[src/hdl/tmm_pkg.sv]
package tmm_pkg;

    localparam int TMM_CORDIC_STEPS = 16;

    typedef logic signed [31:0] q16_t;

    // Angle constants in Q16.16 degrees
    localparam logic [31:0] TMM_FULL    = 32'd23592960;
    localparam logic [31:0] TMM_HALF    = 32'd11796480;
    localparam logic [31:0] TMM_QUARTER = 32'd5898240;

    // pi/180 scaled so that |deg| * K >> 30 gives Q2.30 radians
    localparam logic [38:0] TMM_RAD_K  = 39'd307041563859;
    localparam logic [18:0] TMM_RAD_HI = TMM_RAD_K[38:20];
    localparam logic [19:0] TMM_RAD_LO = TMM_RAD_K[19:0];

    localparam logic signed [33:0] TMM_CORDIC_X0 = 34'sd652032874;

    typedef struct packed {
        q16_t       axis_x;
        q16_t       axis_y;
        q16_t       axis_z;
        q16_t [2:0] scale;
        q16_t [2:0] shift;
    } tmm_payload_t;

    typedef struct packed {
        logic                vld;
        logic                flip;
        logic signed [33:0]  z;
    } tmm_ang_t;

    typedef struct packed {
        logic                vld;
        logic signed [18:0]  s16;
        logic signed [19:0]  omc16;
    } tmm_trig_t;

    function automatic logic [29:0] tmm_atan(input logic [4:0] idx);
        logic [29:0] v;
        unique case (idx)
            5'd0:    v = 30'd843314856;
            5'd1:    v = 30'd497837829;
            5'd2:    v = 30'd263043836;
            5'd3:    v = 30'd133525158;
            5'd4:    v = 30'd67021686;
            5'd5:    v = 30'd33543515;
            5'd6:    v = 30'd16775850;
            5'd7:    v = 30'd8388437;
            5'd8:    v = 30'd4194282;
            5'd9:    v = 30'd2097149;
            5'd10:   v = 30'd1048575;
            5'd11:   v = 30'd524287;
            5'd12:   v = 30'd262143;
            5'd13:   v = 30'd131071;
            5'd14:   v = 30'd65535;
            5'd15:   v = 30'd32767;
            5'd16:   v = 30'd16383;
            5'd17:   v = 30'd8191;
            5'd18:   v = 30'd4095;
            5'd19:   v = 30'd2047;
            5'd20:   v = 30'd1023;
            5'd21:   v = 30'd511;
            5'd22:   v = 30'd255;
            5'd23:   v = 30'd127;
            5'd24:   v = 30'd63;
            5'd25:   v = 30'd31;
            5'd26:   v = 30'd15;
            5'd27:   v = 30'd7;
            5'd28:   v = 30'd3;
            5'd29:   v = 30'd1;
            default: v = 30'd0;
        endcase
        return v;
    endfunction

    function automatic q16_t tmm_sat32(input logic signed [71:0] v);
        q16_t r;
        if (v > 72'sd2147483647)
            r = 32'sh7fffffff;
        else if (v < -72'sd2147483648)
            r = 32'sh80000000;
        else
            r = v[31:0];
        return r;
    endfunction

endpackage

[src/hdl/tmm_cordic.sv]
module tmm_cordic #(
    parameter int STEPS = tmm_pkg::TMM_CORDIC_STEPS
) (
    input  logic                clk,
    input  logic                rst_n,
    input  tmm_pkg::tmm_ang_t   ang,
    output tmm_pkg::tmm_trig_t  trig
);
    import tmm_pkg::*;

    logic signed [33:0] x_reg [STEPS];
    logic signed [33:0] y_reg [STEPS];
    logic signed [33:0] z_reg [STEPS];
    logic signed [33:0] x_next [STEPS];
    logic signed [33:0] y_next [STEPS];
    logic signed [33:0] z_next [STEPS];
    logic               f_reg [STEPS];
    logic [STEPS-1:0]   v_reg;
    logic signed [18:0] s16_reg, s16_next;
    logic signed [19:0] omc_reg, omc_next;
    logic               vo_reg;

    // One micro-rotation per stage
    always_comb
    begin
        logic signed [33:0] xs, ys, zs;
        for (int i = 0; i < STEPS; i++)
        begin
            if (i == 0)
            begin
                xs = TMM_CORDIC_X0;
                ys = 34'sd0;
                zs = ang.z;
            end
            else
            begin
                xs = x_reg[i-1];
                ys = y_reg[i-1];
                zs = z_reg[i-1];
            end
            if (!zs[33])
            begin
                x_next[i] = xs - (ys >>> i);
                y_next[i] = ys + (xs >>> i);
                z_next[i] = zs - $signed({4'd0, tmm_atan(5'(i))});
            end
            else
            begin
                x_next[i] = xs + (ys >>> i);
                y_next[i] = ys - (xs >>> i);
                z_next[i] = zs + $signed({4'd0, tmm_atan(5'(i))});
            end
        end
    end

    // Undo the fold, round to Q16.16
    always_comb
    begin
        logic signed [33:0] sn, cs;
        logic signed [34:0] s_sum;
        logic signed [35:0] o_sum;
        sn       = f_reg[STEPS-1] ? 34'sd0 - y_reg[STEPS-1] : y_reg[STEPS-1];
        cs       = f_reg[STEPS-1] ? 34'sd0 - x_reg[STEPS-1] : x_reg[STEPS-1];
        s_sum    = 35'(sn) + 35'sd8192;
        o_sum    = 36'sd1073741824 - 36'(cs) + 36'sd8192;
        s16_next = s_sum[32:14];
        omc_next = o_sum[33:14];
    end

    always_ff @(posedge clk)
    begin
        for (int i = 0; i < STEPS; i++)
        begin
            x_reg[i] <= x_next[i];
            y_reg[i] <= y_next[i];
            z_reg[i] <= z_next[i];
            f_reg[i] <= (i == 0) ? ang.flip : f_reg[(i == 0) ? 0 : i-1];
        end
        s16_reg <= s16_next;
        omc_reg <= omc_next;
    end

    always_ff @(posedge clk or negedge rst_n)
    begin
        if (!rst_n)
        begin
            v_reg  <= '0;
            vo_reg <= 1'b0;
        end
        else
        begin
            v_reg  <= {v_reg[STEPS-2:0], ang.vld};
            vo_reg <= v_reg[STEPS-1];
        end
    end

    assign trig.vld   = vo_reg;
    assign trig.s16   = s16_reg;
    assign trig.omc16 = omc_reg;

endmodule

[config.mk]
export PLATFORM = sky130hd
export DESIGN_NAME = tmm_cordic
export DESIGN_NICKNAME = d
export VERILOG_FILES = /design/src/hdl/tmm_pkg.sv /design/src/hdl/tmm_cordic.sv
export SDC_FILE = /design/constraint.sdc
export NUM_CORES = 2
export LEC_CHECK = 0
export ABC_AREA = 0
export BUFFER_PORTS_ARGS = -buffer_cell sky130_fd_sc_hd__buf_2
export CORE_MARGIN = 2
export CORE_UTILIZATION = 40
export DETAILED_ROUTE_END_ITERATION = 8
export GPL_TIMING_DRIVEN = 0
export PLACE_DENSITY = 0.56
export SETUP_SLACK_MARGIN = 0.5
export SLEW_MARGIN = 10
export SYNTH_ARGS = -nofsm -noshare
export SYNTH_HDL_FRONTEND = slang
export SYNTH_SLANG_ARGS = --single-unit
[constraint.sdc]
create_clock -name clk -period 5.8 [get_ports clk]
set_input_delay 0.29 -clock clk [delete_from_list [all_inputs] [get_ports clk]]
set_output_delay 0.29 -clock clk [all_outputs]
set_load 0.05 [all_outputs]
# == Word-level counts from Yosys, hierarchy flattened ==
# Memories as Yosys holds them, arrays and structs flattened.
# Index checks and enable logic that the tools add are counted.
# Widths: inputs -> output; s select.
# totals
reg_bits,56
ram_bits,1648
input_bits,38
out_inout_bits,40
n_memories,4
# op_classes
add_sub_neg,97
n_mux,81
# mem_list
memory,depth,width,read_ports,rd_clocked_by_memory_dff,write_ports,line,rtl
x_reg,16,34,16,0,16,tmm_cordic.sv:11,logic signed [33:0] x_reg [STEPS];
y_reg,16,34,16,0,16,tmm_cordic.sv:12,logic signed [33:0] y_reg [STEPS];
z_reg,16,34,15,0,16,tmm_cordic.sv:13,logic signed [33:0] z_reg [STEPS];
f_reg,16,1,16,0,16,tmm_cordic.sv:17,logic f_reg [STEPS];
# op_table
operator,n
$mux 34,48
$mux 30,32
$add 34x31->34,18
$sub 34x31->34,18
$add 34x19->34,2
$add 34x20->34,2
$add 34x21->34,2
$add 34x22->34,2
$add 34x23->34,2
$add 34x24->34,2
$add 34x25->34,2
$add 34x26->34,2
$add 34x27->34,2
$add 34x28->34,2
$add 34x29->34,2
$add 34x30->34,2
$add 34x32->34,2
$add 34x33->34,2
$sub 34x19->34,2
$sub 34x20->34,2
$sub 34x21->34,2
$sub 34x22->34,2
$sub 34x23->34,2
$sub 34x24->34,2
14 further kinds,22

# == Logic depth before layout (Yosys ltp) ==
# An unclocked memory read counts as a cell.
# logic_depth
word_depth,5
mapped_depth,22
ltp_nobuf,22

# == Worst setup path before layout ==
# OpenSTA, ideal clock, no wires.
# synth_timing
path_kind,reg2reg
start,"memory z_reg[1][33], in the netlist z_reg[0][67]"
end,"memory x_reg[2][30], in the netlist x_reg[0][98]"
t_arrival_ns,4.806
required_time_ns,5.674
path_slack_ns,0.869
stages_incl_launch_ff,17
n_path_buf,3
path_cell_list,dfxtp_1 -> clkbuf_1 -> clkbuf_1 -> clkbuf_1 -> mux2_2 -> fa_1 -> a211oi_1 -> o21bai_1 -> a211o_1 -> a2111oi_0 -> a21oi_1 -> o41a_1 -> a41oi_1 -> nand2_1 -> a31o_2 -> a21oi_1 -> xnor2_1
# synth_rtl
item,line
from (decl),tmm_cordic.sv:13
to (decl),tmm_cordic.sv:11

==> results by group <==
Logic synthesis
  – Number of synthesized flops with an enable pin: 0
  – Post-synthesis area per instance: 8.48 um2
  – Ys flop type: dfxtp_1
  – Share of flip-flops with an asynchronous set or reset: 0.0110
  – Post-synthesis register bit count: 1,543
  – Synthesized cell area: 113,000 um2
  – Mapped Nets: 14,800
  – Mapped Cells: 13,300
  – Sequential-to-total area share from yosys stat: 0.274
  – Yosys warns: 0
  – Synth unique cells: 98

Global routing
  – Grt ovf: 0
  – Initial antenna violation count: 2
  – Vias in the first global route: 89,400
  – Tot GR Track Use: 0.205
  – Largest net degree at the start of global routing: 26
  – First-pass GRT wire length: 483 mm

Timing
  – Final min period: 5.19 ns
  – Slew HR: 0.195
  – Setup ws final: 0.615 ns
  – Fin crit share: 0.894
  – Setup Viol. Count Final: 0
  – Slew @ Worst Pin: 1.21 ns
  – Fmax: 193 MHz
  – Hold WS: 0.0749 ns
  – Final Skew: 0.0282 ns
  – Hold Vio Cnt, Final: 0
  – Fin. max-slew vios: 0
  – RSZ-0062 raised after global routing: true

Placed design
  – HPWL Detailed: 244 mm
  – DP Worst Slack: -1.62 ns
  – Placer congestion estimate: 0.900
  – Placed cell areas: 118,000 um2
  – IO buf count: 77

Setup path
  – Worst Path Max Fanout: 19
  – FF-to-FF path depth: 15
  – Startpoint Class: flop
  – Critical path arrival: 5.95 ns
  – Worst Path Required: 6.56 ns
  – Crit path kind: flop to flop
  – Setup crit end kind: flop

Route
  – Initial DRC Count: 5,746
  – Post-route ant nets: 0
  – Drt via density: 5.35
  – Routed WL per cell: 17.2 um
  – Total routed wirelength: 303 mm
  – Via count: 94,000
  – # DRC: 0
  – First drt pass iteration count: 8

Clock network
  – CTS root buffer: clkbuf_16
  – Clock slew at reported path FFs: 0.06 ns
  – Longest Clk Path Bufs: 4
  – Clock Latency Late Sink: 0.85 ns
  – Clock sinks: 1,543
  – CTS tree: done
  – Total CTS buffers: 191
  – H-Tree Depth: 4

Floorplanning
  – Die Area: 286,000 um2
  – Io pins: 78
  – Std cell rows: 195
  – Die Height: 535 um
  – Initial Utilization: 0.401
  – Die width: 535 um
  – Core area: 282,000 um2

Final layout
  – Design area: 126,000 um2
  – Post-Route Utilization: 0.447
  – Total Nets Final: 15,200
  – Max FFs per register: 510
  – Layout cells sized above 1: 0.0538
  – Area Growth Syn to Fin: 11.6%

Worst hold path
  – Hold crit path type: primary input to flop
  – Hold depth: 2

Flow run
  – Max Cap Viol: 0

Outcome
  – Status: finished, final reports clean
[per-stage QoR]
step / cells / TNS [ns]
finish: 17600 / 0
global route: 17600 / 0
CTS: 17500 / 0
detailed placement: 17100 / -56.30
global placement: 17100 / -90.18
floorplan: 13300 / 0
[final timing paths]
path                                  startpoint                    end  slack, ns
max                        z_reg[0][135]$_DFF_P_  x_reg[0][169]$_DFF_P_       0.61
min                                       ang[1]    z_reg[0][1]$_DFF_P_       0.07
max reg2reg                z_reg[0][135]$_DFF_P_  x_reg[0][169]$_DFF_P_       0.61
min reg2reg                    f_reg[14]$_DFF_P_      f_reg[15]$_DFF_P_       0.32
max in group asynchronous                  rst_n     v_reg[7]$_DFF_PN0_       4.79
min in group asynchronous                  rst_n       vo_reg$_DFF_PN0_       0.54
[kinds of logic after synthesis]
group	synth area share
buffers and inverters	0.0268
adders and majority gates	0.166
AOI/OAI and AO/OA	0.226
xor gates and xnor gates	0.150
muxes	0.0100
DFF	0.274
and+or+nand+nor	0.146
[placed cells by master, fill, tap and decap left out, drive strengths merged, types with 44 or more instances in the layout]
cell type	Yosys	layout
dfxtp	1526	1526
a21oi	1462	1462
ha	1431	1431
xnor2	1255	1255
nor2	1160	1160
xor2	675	675
a21o	661	661
o21ai	653	653
nand2	652	652
inv	614	624
clkbuf	143	382
nor3	346	346
o21a	224	224
nand3	197	197
nor2b	192	192
o21bai	179	179
nand2b	168	168
a31oi	153	153
and3	137	137
buf	36	137
a211oi	98	98
or3	94	94
nor4	94	94
and2	91	91
nand4	80	80
o31ai	68	68
mux2i	66	66
o211ai	55	55
dlygate4sd3	0	55
clkinv	2	50
o41ai	49	49
a21boi	48	48
fa	44	44
[timing repair]
action                                  CTS  global route
setup buffers                            11            14
hold buffers                             55             0
pin swaps                                 3             3
gates cloned                              2             2
gates resized for setup                  99           139
hold endpoints to repair                 54             0
endpoints found under the setup margin  361           129
[final cells by class]
type,instances,area (um2)
clock inverter,102,1190
tap,3743,4680
buffer,179,823
multi-input combinational,11000,79500
clock buffer,236,5260
timing repair inverter,4,20.0
sequential,1543,31000
timing repair buffer,159,1170
antenna,4,10.0
inverter,616,2340
fill,28300,156000
[synth_stat cells, types with 39 or more instances]
cell type	count	area (um2)
dfxtp_1	1526	30500
a21oi_1	1461	7310
ha_1	1431	17900
xnor2_1	1255	11000
nor2_1	1159	4350
xor2_1	675	5910
a21o_1	661	4960
nand2_1	652	2450
o21ai_0	644	3220
inv_1	614	2300
nor3_1	346	1730
o21a_1	223	1670
nand3_1	194	971
nor2b_1	191	1190
o21bai_1	178	1340
nand2b_1	168	1050
a31oi_1	153	957
clkbuf_1	141	529
and3_1	137	857
a211oi_1	98	736
or3_1	94	588
nor4_1	93	582
and2_1	90	563
nand4_1	80	500
o31ai_1	68	510
mux2i_1	66	661
o211ai_1	55	413
a21boi_0	48	360
o41ai_1	47	412
fa_1	44	881
mux2_2	42	473
a211o_1	39	342
or4_1	39	293
[metal layers]
layer	up-vias	part of all wire	global-route usage	wire length, um
met1	43200	0.48	0.276	144000
met2	1716	0.45	0.345	137000
met3	408	0.044	0.0251	13300
met4	0	0.026	0.0545	7930
met5	-	0	0	0
li1	48600	-	-	-
[worst max-delay path, stage by stage, from the launching register on]
cell and delay (ns):
dfxtp_2 0.59, clkbuf_2 0.41, clkbuf_2 0.44, mux2_2 0.43, ha_1 0.28, a21o_1 0.19, a21o_1 0.21, a211oi_2 0.38
o21ai_0 0.33, o21ai_1 0.34, a21oi_1 0.23, o2bb2ai_1 0.20, or4_1 0.44, a31o_2 0.26, a21oi_1 0.17, xnor2_1 0.16
Power is left out: the tool's default activity adds up to more than one toggle a clock period on the data nets, which glitch-free logic cannot reach.
