File: src/hdl/tmm_pkg.sv
package tmm_pkg;

    localparam int TMM_CORDIC_STEPS = 16;

    typedef logic signed [31:0] q16_t;

    // Angle constants in Q16.16 degrees
    localparam logic [31:0] TMM_FULL    = 32'd23592960;
    localparam logic [31:0] TMM_HALF    = 32'd11796480;
    localparam logic [31:0] TMM_QUARTER = 32'd5898240;

    // pi/180 scaled so that |deg| * K >> 30 gives Q2.30 radians
    localparam logic [38:0] TMM_RAD_K  = 39'd307041563859;
    localparam logic [18:0] TMM_RAD_HI = TMM_RAD_K[38:20];
    localparam logic [19:0] TMM_RAD_LO = TMM_RAD_K[19:0];

    localparam logic signed [33:0] TMM_CORDIC_X0 = 34'sd652032874;

    typedef struct packed {
        q16_t       axis_x;
        q16_t       axis_y;
        q16_t       axis_z;
        q16_t [2:0] scale;
        q16_t [2:0] shift;
    } tmm_payload_t;

    typedef struct packed {
        logic                vld;
        logic                flip;
        logic signed [33:0]  z;
    } tmm_ang_t;

    typedef struct packed {
        logic                vld;
        logic signed [18:0]  s16;
        logic signed [19:0]  omc16;
    } tmm_trig_t;

    function automatic logic [29:0] tmm_atan(input logic [4:0] idx);
        logic [29:0] v;
        unique case (idx)
            5'd0:    v = 30'd843314856;
            5'd1:    v = 30'd497837829;
            5'd2:    v = 30'd263043836;
            5'd3:    v = 30'd133525158;
            5'd4:    v = 30'd67021686;
            5'd5:    v = 30'd33543515;
            5'd6:    v = 30'd16775850;
            5'd7:    v = 30'd8388437;
            5'd8:    v = 30'd4194282;
            5'd9:    v = 30'd2097149;
            5'd10:   v = 30'd1048575;
            5'd11:   v = 30'd524287;
            5'd12:   v = 30'd262143;
            5'd13:   v = 30'd131071;
            5'd14:   v = 30'd65535;
            5'd15:   v = 30'd32767;
            5'd16:   v = 30'd16383;
            5'd17:   v = 30'd8191;
            5'd18:   v = 30'd4095;
            5'd19:   v = 30'd2047;
            5'd20:   v = 30'd1023;
            5'd21:   v = 30'd511;
            5'd22:   v = 30'd255;
            5'd23:   v = 30'd127;
            5'd24:   v = 30'd63;
            5'd25:   v = 30'd31;
            5'd26:   v = 30'd15;
            5'd27:   v = 30'd7;
            5'd28:   v = 30'd3;
            5'd29:   v = 30'd1;
            default: v = 30'd0;
        endcase
        return v;
    endfunction

    function automatic q16_t tmm_sat32(input logic signed [71:0] v);
        q16_t r;
        if (v > 72'sd2147483647)
            r = 32'sh7fffffff;
        else if (v < -72'sd2147483648)
            r = 32'sh80000000;
        else
            r = v[31:0];
        return r;
    endfunction

endpackage

File: src/hdl/tmm_angle.sv
module tmm_angle (
    input  logic               clk,
    input  logic               rst_n,
    input  logic               in_vld,
    input  tmm_pkg::q16_t      angle_deg,
    output tmm_pkg::tmm_ang_t  ang
);
    import tmm_pkg::*;

    logic               v1_reg, v2_reg, v3_reg, v4_reg;
    logic               n1_reg;
    logic [27:0]        r1_reg;
    logic [27:0]        r1_next;
    logic [22:0]        mag2_reg, mag2_next;
    logic               negz2_reg, negz2_next, flip2_reg, flip2_next;
    logic [41:0]        ph3_reg;
    logic [42:0]        pl3_reg;
    logic               negz3_reg, flip3_reg;
    logic signed [33:0] z4_reg, z4_next;
    logic               flip4_reg;
    logic signed [32:0] neg;
    logic [32:0]        mag_in;

    // Stage 1: negate, take magnitude, strip multiples of 64..8 full turns
    always_comb
    begin
        logic [31:0] r;
        neg    = 33'sd0 - {angle_deg[31], angle_deg};
        mag_in = neg[32] ? 33'(33'sd0 - neg) : 33'(neg);
        r      = mag_in[31:0];
        for (int k = 6; k >= 3; k--)
        begin
            if (r >= (TMM_FULL << k))
                r = r - (TMM_FULL << k);
        end
        r1_next = r[27:0];
    end

    // Stage 2: finish the reduction, fold into [-90, 90]
    always_comb
    begin
        logic [27:0]        r;
        logic signed [26:0] th;
        r = r1_reg;
        for (int k = 2; k >= 0; k--)
        begin
            if (r >= 28'(TMM_FULL << k))
                r = r - 28'(TMM_FULL << k);
        end
        if (n1_reg && (r != 28'd0))
            th = 27'(TMM_FULL) - 27'(r);
        else
            th = 27'(r);
        if (th >= 27'(TMM_HALF))
            th = th - 27'(TMM_FULL);
        flip2_next = 1'b0;
        if (th > $signed(27'(TMM_QUARTER)))
        begin
            th         = th - 27'(TMM_HALF);
            flip2_next = 1'b1;
        end
        else if (th < -$signed(27'(TMM_QUARTER)))
        begin
            th         = th + 27'(TMM_HALF);
            flip2_next = 1'b1;
        end
        negz2_next = th[26];
        mag2_next  = th[26] ? 23'(27'sd0 - th) : th[22:0];
    end

    // Stage 4: recombine partial products into Q2.30 radians
    always_comb
    begin
        logic [61:0] sum;
        logic [31:0] zm;
        sum     = {ph3_reg, 20'd0} + 62'(pl3_reg);
        zm      = sum[61:30];
        z4_next = negz3_reg ? 34'(34'sd0 - $signed({2'b00, zm})) : $signed({2'b00, zm});
    end

    always_ff @(posedge clk)
    begin
        n1_reg    <= neg[32];
        r1_reg    <= r1_next;
        mag2_reg  <= mag2_next;
        negz2_reg <= negz2_next;
        flip2_reg <= flip2_next;
        ph3_reg   <= 42'(mag2_reg) * 42'(TMM_RAD_HI);
        pl3_reg   <= 43'(mag2_reg) * 43'(TMM_RAD_LO);
        negz3_reg <= negz2_reg;
        flip3_reg <= flip2_reg;
        z4_reg    <= z4_next;
        flip4_reg <= flip3_reg;
    end

    always_ff @(posedge clk or negedge rst_n)
    begin
        if (!rst_n)
        begin
            v1_reg <= 1'b0;
            v2_reg <= 1'b0;
            v3_reg <= 1'b0;
            v4_reg <= 1'b0;
        end
        else
        begin
            v1_reg <= in_vld;
            v2_reg <= v1_reg;
            v3_reg <= v2_reg;
            v4_reg <= v3_reg;
        end
    end

    assign ang.vld  = v4_reg;
    assign ang.flip = flip4_reg;
    assign ang.z    = z4_reg;

endmodule

File: config.mk
export PLATFORM = sky130hd
export DESIGN_NAME = tmm_angle
export DESIGN_NICKNAME = d
export VERILOG_FILES = /design/src/hdl/tmm_pkg.sv /design/src/hdl/tmm_angle.sv
export SDC_FILE = /design/constraint.sdc
export NUM_CORES = 1
export LEC_CHECK = 0
export BUFFER_PORTS_ARGS = -buffer_cell sky130_fd_sc_hd__buf_2
export CORE_MARGIN = 1.5
export CORE_UTILIZATION = 60
export DETAILED_ROUTE_END_ITERATION = 12
export PLACE_DENSITY_LB_ADDON = 0.25
export SYNTH_ARGS = -nofsm -noshare
export SYNTH_HDL_FRONTEND = slang
export SYNTH_SLANG_ARGS = --single-unit
File: constraint.sdc
create_clock -name clk -period 7.65 [get_ports clk]
set_input_delay 1.1475 -clock clk [delete_from_list [all_inputs] [get_ports clk]]
set_output_delay 1.1475 -clock clk [all_outputs]
set_load 0.02 [all_outputs]
=== After elaboration in Yosys (flattened, before gate mapping) ===
Cells that the tools add are included.

* Register bits: 179
* Bits of input ports: 35
* Output and inout bits: 36
* Logic and storage cells: 61

* $add $sub $neg: 16
* $lt $le $gt $ge: 10
* Reduce and logical (&&, ||, !) cells: 2
* $mul: 2
* Muxes and demuxes: 15

{| class="wikitable"
|+ Operator list
! cell !! count
|-
| $mux 32 || 5
|-
| $mux 28 || 4
|-
| $mux 27 || 4
|-
| $sub 1x32->33 const A || 2
|-
| $add 62x43->62 || 1
|-
| $mul 23x20->43 const B || 1
|-
| $mul 23x19->42 const B || 1
|-
| $ge 32x28->1 const B || 1
|-
| $ge 32x29->1 const B || 1
|-
| $ge 32x30->1 const B || 1
|-
| $ge 32x31->1 const B || 1
|-
| $sub 1x32->32 const A || 1
|-
| $sub 32x29->32 const B || 1
|-
| $sub 32x30->32 const B || 1
|-
| $sub 32x31->32 const B || 1
|-
| $ge 28x25->1 const B || 1
|-
| $ge 28x26->1 const B || 1
|-
| $ge 28x27->1 const B || 1
|-
| $reduce_bool 28->1 || 1
|-
| $sub 28x25->28 const B || 1
|-
| $sub 28x26->28 const B || 1
|-
| $sub 28x27->28 const B || 1
|-
| $sub 28x28->28 const B || 1
|-
| $add 27x24->27 const B || 1
|-
| other kinds (10) || 10
|}

=== Depth between registers and ports, before layout ===
Gate-level depths: netlist of run 1.

* Depth after elaboration: 16
* Mapped depth: 33
* Gate-level depth less buffers: 32

=== Least setup slack after synthesis of run 1 ===
OpenSTA, ideal clock, no wires.

* Path type: input port to flip-flop
* Start: input port angle_deg[4]
* End: register r1_reg[22]
* Arrival: 7.665 ns
* Cell stages on the path: 31
* Path buffers: 3
* Required time: 7.586 ns
* Path slack: -0.079 ns
* Setup time: 0.064 ns
* Path through: buf_6 or3_1 buf_2 or3_1 a211oi_2 o221ai_2 or2_1 or3_1 buf_2 o31ai_4 xor2_2 a211oi_4 nand2b_1 a21o_1 xnor2_1 ha_1 inv_1 a31o_2 a21oi_2 a21oi_1 xnor2_1 o21bai_1 a21oi_1 nand2b_1 inv_1 ha_1 inv_1 a21oi_1 a21oi_1 or4_1 nand4_1

* Longest elaborated chain between the ends: 11
* Elaborated cells between the ends (all ways): 15
* Classes of those cells: add/sub (6); order compare (4); mux (5)

{| class="wikitable"
|+ RTL lines
! what !! line !! text
|-
| start: declaration || tmm_angle.sv:5 || <nowiki>input tmm_pkg::q16_t angle_deg,</nowiki>
|-
| $sub 1x32->33 (*) || tmm_angle.sv:28 || <nowiki>neg = 33'sd0 - {angle_deg[31], angle_deg};</nowiki>
|-
| $sub 1x32->32 || tmm_angle.sv:29 || <nowiki>mag_in = neg[32] ? 33'(33'sd0 - neg) : 33'(neg);</nowiki>
|-
| $mux 32 (*) || tmm_angle.sv:29 ||
|-
| $sub 32x31->32 or $ge 32x31->1 (tied branches) || tmm_angle.sv:34, tmm_angle.sv:33 ||
|-
| $mux 32 (*) || tmm_angle.sv:33 || <nowiki>if (r >= (TMM_FULL << k))</nowiki>
|-
| $sub 32x30->32 or $ge 32x30->1 (tied branches) || tmm_angle.sv:34, tmm_angle.sv:33 ||
|-
| $mux 32 (*) || tmm_angle.sv:33 ||
|-
| $sub 32x29->32 or $ge 32x29->1 (tied branches) || tmm_angle.sv:34, tmm_angle.sv:33 ||
|-
| $mux 32 (*) || tmm_angle.sv:33 ||
|-
| $sub 28x28->28 or $ge 32x28->1 (tied branches) || tmm_angle.sv:34, tmm_angle.sv:33 ||
|-
| $mux 28 (*) || tmm_angle.sv:33 ||
|-
| named net r1_next[22] || tmm_angle.sv:13 || <nowiki>logic [27:0] r1_next;</nowiki>
|-
| end signal: assignment || tmm_angle.sv:84 || <nowiki>r1_reg <= r1_next;</nowiki>
|-
| end: declaration || tmm_angle.sv:12 || <nowiki>logic [27:0] r1_reg;</nowiki>
|}

The timed path passes the listed nets; every way through them passes the cells marked *.
A chain may end at the register's enable or synchronous reset.

=== Worst setup path in the final report of run 1 ===
* Start: register mag2_reg[8]
* End: register pl3_reg[42]

* Longest elaborated chain between the ends: 1

{| class="wikitable"
|+ RTL lines
! what !! line !! text
|-
| start: declaration || tmm_angle.sv:14 || <nowiki>logic [22:0] mag2_reg, mag2_next;</nowiki>
|-
| start signal: assignment || tmm_angle.sv:85 || <nowiki>mag2_reg <= mag2_next;</nowiki>
|-
| $mul 23x20->43 || tmm_angle.sv:89 || <nowiki>pl3_reg <= 43'(mag2_reg) * 43'(TMM_RAD_LO);</nowiki>
|-
| end signal: assignment || tmm_angle.sv:89 ||
|-
| end: declaration || tmm_angle.sv:17 || <nowiki>logic [42:0] pl3_reg;</nowiki>
|}

Every way passes these cells.

==> flow_summary_export.csv, run 1 <==
group,metric,value,unit
clocking,htreeDepth,4,
yosys,yosys-top-cells-area,"fa_1, ha_1, dfxtp_1",
setup_path,crit_arrival,7.80,ns
placement,place_congestion,1.01,
floorplan,die_x,216,µm
clocking,ctsRootBufferMaster,"clkbuf_16",
floorplan,row_count,77,
floorplan,fp.dieArea,0.0466,mm²
finish,largest_reg_flops,41,
run_status,outcome,"finished clean",
floorplan,coreArea,0.0445,mm²
yosys,ys_seq_elements,159,
setup_path,max_stage_delay,0.53,ns
yosys,yosys.area_share.adder,0.439,
finish,multiInputGateArea,0.0215,mm²
clocking,worstSkewPairLatency,0.49,ns
timing,finalMaxSlewViolations,0,
yosys,yosysTopAreaCell,"fa_1",
yosys,yosysTopAreaCellShare,0.254,
finish,final_common_cell,"inv_1",
finish,num_antenna_cells,0,
yosys,yosysSeqAreaShare,0.118,
setup_path,crit_type,"flop to flop",
global_routing,antenna_found_initial,0,
yosys,syn_inst,3001,
timing,fmaxAchievable,135,MHz
placement,port_buffers,70,
global_routing,grt_max_degree,52,
finish,final_cell_mix,"inv_1, ha_1, fa_1",
clocking,cts_made_buffers,17,
timing,tightest_slew,0.872,ns
setup_path,path_max_fanout,6,
setup_path,critical-path-slowest-cell,"fa_1",
floorplan,initial_utilization,0.611,
finish,fill_cells,3633,
yosys,synth_ff_type,"dfxtp_1",
route,wirelength,73900,µm
yosys,synthesis.nets,3784,
global_routing,grt_pass1_wl,119000,µm
placement,place_ws,0.0151,ns
finish,ff_latch_area,0.00322,mm²
yosys,synthSimpleGateAreaFrac,0.125,
clocking,cts_tree,"done",
timing,setup_tns,0,ns
route,initialDrtViolationCount,1464,
global_routing,grt_overflow,0,
yosys,synth_edf_count,0,
yosys,syn_area,0.0272,mm²
finish,finalNetCount,3943,
clocking,path_clk_slew,0.07,ns
yosys,syn_avg_cell_area,9.06,µm²
timing,finalSetupViolations,0,
setup_path,cp-start-kind,"flop",
clocking,post_cts_resize_count,0,
route,wl_per_cell,19.6,µm
yosys,synth_compound_area_frac,0.144,
timing,fin_crit_sh,0.967,
route,drtPass1Iterations,5,
yosys,synth-xor-area-share,0.0675,
floorplan,die_y,216,µm
setup_path,endpoint_kind,"flop",
timing,worst_slack,0.255,ns
timing,hold_viol,0,
global_routing,grtUsageTotal,0.327,
yosys,ys_types,116,
timing,relSlewSlack,0.414,
route,drc,0,
setup_path,required,8.05,ns
placement,hpwlAfterDp,62900,µm
finish,final_layout_size_suffix_gt1_frac,0.114,
timing,period_minus_slack,7.40,ns
yosys,synth_warnings,0,
yosys,synth_mux_area_frac,0.0110,
job,drv_cap,0,
yosys,synthArstFlopShare,0.0252,
clocking,cts_num_sinks,159,
route,vias,22112,
hold_path,hold_class,"flop to flop",
global_routing,grt_pass1_vias,22847,
timing,clock_skew,0.0171,ns
route,via_per_inst,5.87,
finish,syn_to_final_growth,9.23,%
yosys,synth_top_family_by_area,"adder cells",
setup_path,r2r_setup_slack,0.25,ns
route,final_antenna_net_count,0,
clocking,hold_buffers,0,
timing,whs,0.329,ns
clocking,cts.path.max_buffers,2,
clocking,cts_setup_buffers,0,
floorplan,pin_count,71,
final timing paths:
| path | start | end | depth (start not counted) |
|---|---|---|---|
| setup / recovery | mag2_reg[8] | pl3_reg[42] | 27 |
| max in group asynchronous | rst_n | v1_reg | 1 |
| setup reg to reg | mag2_reg[8] | pl3_reg[42] | 27 |
| hold reg to reg | flip3_reg | flip4_reg | 0 |
| min in group asynchronous | rst_n | v3_reg | 1 |
| hold / removal | flip3_reg | flip4_reg | 0 |
cells in the mapped netlist (all sizes together) (27+ instances only):
cell type,n
fa,345
nand3,49
dfxtp,155
xnor2,147
a21o,40
o21ai,83
nor3,92
or3,30
ha,403
a21oi,123
xor2,59
nand2,111
buf,27
clkbuf,44
nor2,153
inv,603
nor4,28
cell families after synthesis:
| group | Yosys count |
|---|---|
| fa+ha+maj | 748 |
| buf+inv | 674 |
| simple gates | 645 |
| compound gates | 541 |
| xor+xnor | 207 |
| flops | 159 |
| mux | 27 |
metrics by stage:
step | utilization | std cells | area (µm²)
final | 0.667 | 3765 | 29700
after global placement | 0.652 | 3733 | 29000
after CTS | 0.665 | 3765 | 29600
after global routing | 0.667 | 3765 | 29700
after detailed placement | 0.652 | 3733 | 29000
after floorplan | - | 3001 | 27200
area by class of cell:
| type | instances | area share |
|---|---|---|
| Sequential cell | 159 | 0.108 |
| Inverter | 603 | 0.0762 |
| Clock inverter | 14 | 0.00459 |
| Timing Repair Buffer | 211 | 0.0474 |
| Multi-Input combinational cell | 2168 | 0.724 |
| Clock buffer | 18 | 0.0148 |
| Tap cell | 592 | 0.0249 |
layer usage:
layer | part of all wire | global-route usage | wire (µm)
met1 | 0.43 | 0.432 | 31900
met2 | 0.47 | 0.538 | 34900
met3 | 0.058 | 0.0568 | 4290
met4 | 0.038 | 0.119 | 2790
met5 | 0 | 0 | 0
critical path, delay by kind of cell (launching register included):
family / cells / cell delay, ns
adders and majority gates: 8 / 3.36
AOI/OAI and AO/OA: 13 / 2.71
DFF: 1 / 0.42
buffers and inverters: 3 / 0.38
and+or+nand+nor: 2 / 0.33
xor gates and xnor gates: 1 / 0.14
Power of run 1 is not shown: default switching activity piles up to over one toggle a cycle in this logic, so the estimate is an artifact.
==> inputs of run 2 (changes only) <==
--- a/config.mk
+++ b/config.mk
@@ -5,8 +5,8 @@
 export SDC_FILE = /design/constraint.sdc
 export NUM_CORES = 1
 export LEC_CHECK = 0
+export ABC_AREA = 1
 export BUFFER_PORTS_ARGS = -buffer_cell sky130_fd_sc_hd__buf_2
-export CORE_MARGIN = 1.5
 export CORE_UTILIZATION = 60
 export DETAILED_ROUTE_END_ITERATION = 12
 export PLACE_DENSITY_LB_ADDON = 0.25
==> run 2 against run 1 <==
  * Clock-buffer cell count is 1 lower
  * Die area is 3.8% lower
  * Via count is 5.3% lower
  * Largest cell class unchanged
  * Final area is 5.0% lower
  * Register-to-register slack better by 0.19 ns
  * First-iteration DRC count is 22% lower
  * Sequential cell count stayed put
  * Utilization is 1.4 points lower
==> flow_summary_export.csv, run 2 <==
group,metric,value,unit
clocking,cts_tree,"done",
yosys,synth-xor-area-share,0.0677,
setup_path,required,8.06,ns
route,wirelength,66600,µm
finish,finalNetCount,4147,
setup_path,path_max_fanout,4,
floorplan,die_x,212,µm
placement,place_congestion,1.04,
finish,ff_latch_area,0.00321,mm²
finish,final_common_cell,"inv_1",
route,initialDrtViolationCount,1139,
yosys,ys_types,56,
yosys,synth_edf_count,0,
yosys,syn_inst,3260,
timing,finalMaxSlewViolations,0,
yosys,syn_area,0.0264,mm²
finish,fin_area,0.0282,mm²
yosys,synth_top_family_by_area,"adder cells",
job,drv_cap,0,
yosys,synth_compound_area_frac,0.0553,
hold_path,holdCritStartpoint,"flip3_reg",
yosys,syn_avg_cell_area,8.09,µm²
clocking,cts.path.max_buffers,2,
hold_path,hold_class,"flop to flop",
clocking,worstSkewPairLatency,0.48,ns
yosys,yosysTopAreaCell,"fa_1",
finish,final_layout_size_suffix_gt1_frac,0.0767,
placement,port_buffers,70,
placement,hpwlAfterDp,58300,µm
yosys,synth_warnings,0,
clocking,ctsRootBufferMaster,"clkbuf_16",
route,drtPass1Iterations,5,
yosys,synthSimpleGateAreaFrac,0.182,
clocking,cts_setup_buffers,0,
route,drc,0,
hold_path,holdPathStages,0,
clocking,cts_num_sinks,159,
timing,finalSetupViolations,0,
floorplan,row_count,76,
yosys,yosys-top-cells-area,"fa_1, ha_1, dfxtp_1",
yosys,synth_most_common_cell,"inv_1",
timing,worst_slack,0.443,ns
setup_path,reg2regPathDepth,32,
global_routing,antenna_found_initial,0,
clocking,path_clk_slew,0.07,ns
yosys,synthArstFlopShare,0.0252,
timing,grt_setup_unrepaired,"false",
timing,relSlewSlack,0.442,
route,via_per_inst,5.28,
hold_path,whs_endpoint,"flip4_reg",
setup_path,reg2reg_from,"mag2_reg[9]",
yosys,yosysSeqAreaShare,0.121,
setup_path,cp-start-kind,"flop",
placement,placedInstanceArea,0.0276,mm²
placement,dp.cells,3930,
finish,num_antenna_cells,0,
timing,period_minus_slack,7.21,ns
clocking,htreeDepth,4,
clocking,cts_made_buffers,17,
global_routing,grt_pass1_vias,21493,
setup_path,r2r_setup_slack,0.44,ns
finish,final_cell_mix,"inv_1, nand2_1, ha_1",
timing,fin_crit_sh,0.942,
run_status,outcome,"finished clean",
timing,clock_skew,0.0185,ns
floorplan,pin_count,71,
setup_path,max_stage_delay,0.55,ns
yosys,synth_ff_type,"dfxtp_1",
global_routing,grtUsageTotal,0.315,
finish,final_cells,3962,
timing,tightest_slew,0.835,ns
yosys,synth_mux_area_frac,0,
floorplan,initial_utilization,0.611,
global_routing,grt_max_degree,29,
yosys,ys_seq_elements,159,
setup_path,reg2reg_to,"pl3_reg[41]",
placement,place_ws,0.294,ns
setup_path,critical-path-slowest-cell,"dfxtp_1",
yosys,yosys.area_share.adder,0.453,
setup_path,crit_path_frequent_cell,"inv_1",
setup_path,endpoint_kind,"flop",
route,final_antenna_net_count,0,
floorplan,coreArea,0.0432,mm²
yosys,synthesis.nets,4043,
global_routing,grt_overflow,0,
global_routing,grtUsageMet2,0.561,
finish,fill_cells,3724,
floorplan,die_y,212,µm
global_routing,use_met1,0.375,
finish,multiInputGateArea,0.0200,mm²
timing,fmaxAchievable,139,MHz
yosys,synthTopCellsByCount,"inv_1, nand2_1, ha_1",
global_routing,grt_pass1_wl,109000,µm
timing,hold_viol,0,
finish,largest_reg_flops,41,
clocking,post_cts_resize_count,0,
floorplan,fp.dieArea,0.0448,mm²
setup_path,crit_type,"flop to flop",
clocking,hold_buffers,0,
global_routing,gr-usage-met3,0.0381,
route,vias,20931,
timing,setup_tns,0,ns
setup_path,crit_arrival,7.62,ns
global_routing,grt-busiest-layer,"met2",
yosys,yosysTopAreaCellShare,0.262,
route,wl_per_cell,16.8,µm
finish,syn_to_final_growth,6.94,%
[run 2: changes by cell type after synthesis, sizes merged, moves of 30 or more]
cell / delta
nor2: +68
xnor2: -87
nand2: +464
inv: +204
clkbuf: -40
a21o: -39
nand3: +102
nor3: -51
or3: -30
xor2: +85
[run 2: area by class of cell]
type | instances | area share
multi-input combinational | 2273 | 0.709
timing repair buffer | 103 | 0.0212
clock buffer | 17 | 0.0151
tap | 585 | 0.0259
inverter | 810 | 0.108
clock inverter | 15 | 0.00692
sequential | 159 | 0.114
[run 2: worst max path at each step]
stage                     slack (ns)           to  cells past startpoint         from
after floorplan                 1.14  ph3_reg[40]                     32  mag2_reg[8]
after global placement          0.49  ph3_reg[41]                     39  mag2_reg[1]
after detailed placement        0.29  pl3_reg[41]                     30  mag2_reg[1]
after CTS                       0.24  pl3_reg[41]                     30  mag2_reg[1]
after global routing            0.02  ph3_reg[41]                     39  mag2_reg[0]
final                           0.44  pl3_reg[41]                     32  mag2_reg[9]
[run 2: critical path: cells and delay by family (launching register included)]
family,cells,cell delay (ns)
fa+ha+maj,8,3.55
simple gates,5,0.67
xor+xnor,1,0.14
buf+inv,8,0.54
flops,1,0.55
compound gates,10,1.67
[run 2: stage by stage]
stage	hold WS, ns	util
2_1_floorplan	0.310	-
3_3_place_gp	0.310	0.639
3_5_place_dp	0.313	0.639
4_1_cts	0.329	0.653
5_1_grt	0.344	0.653
6_report	0.330	0.653
[run 2: kinds of logic (layout without fill, tap and decap cells)]
family,after synthesis,in the layout
AO/OA/AOI/OAI,257,257
XOR/XNOR,204,204
adder cells (fa/ha/maj),748,748
buffers and inverters,828,945
flip-flops,159,159
AND/OR/NAND/NOR,1064,1064
[run 2: routing by layer]
| metal | share of wire | vias to the layer above |
|---|---|---|
| li1 | - | 10267 |
| met4 | 0.049 | 0 |
| met3 | 0.046 | 153 |
| met2 | 0.50 | 555 |
| met1 | 0.41 | 9956 |
| met5 | 0 | - |
Power of run 2 is left out for the same reason.
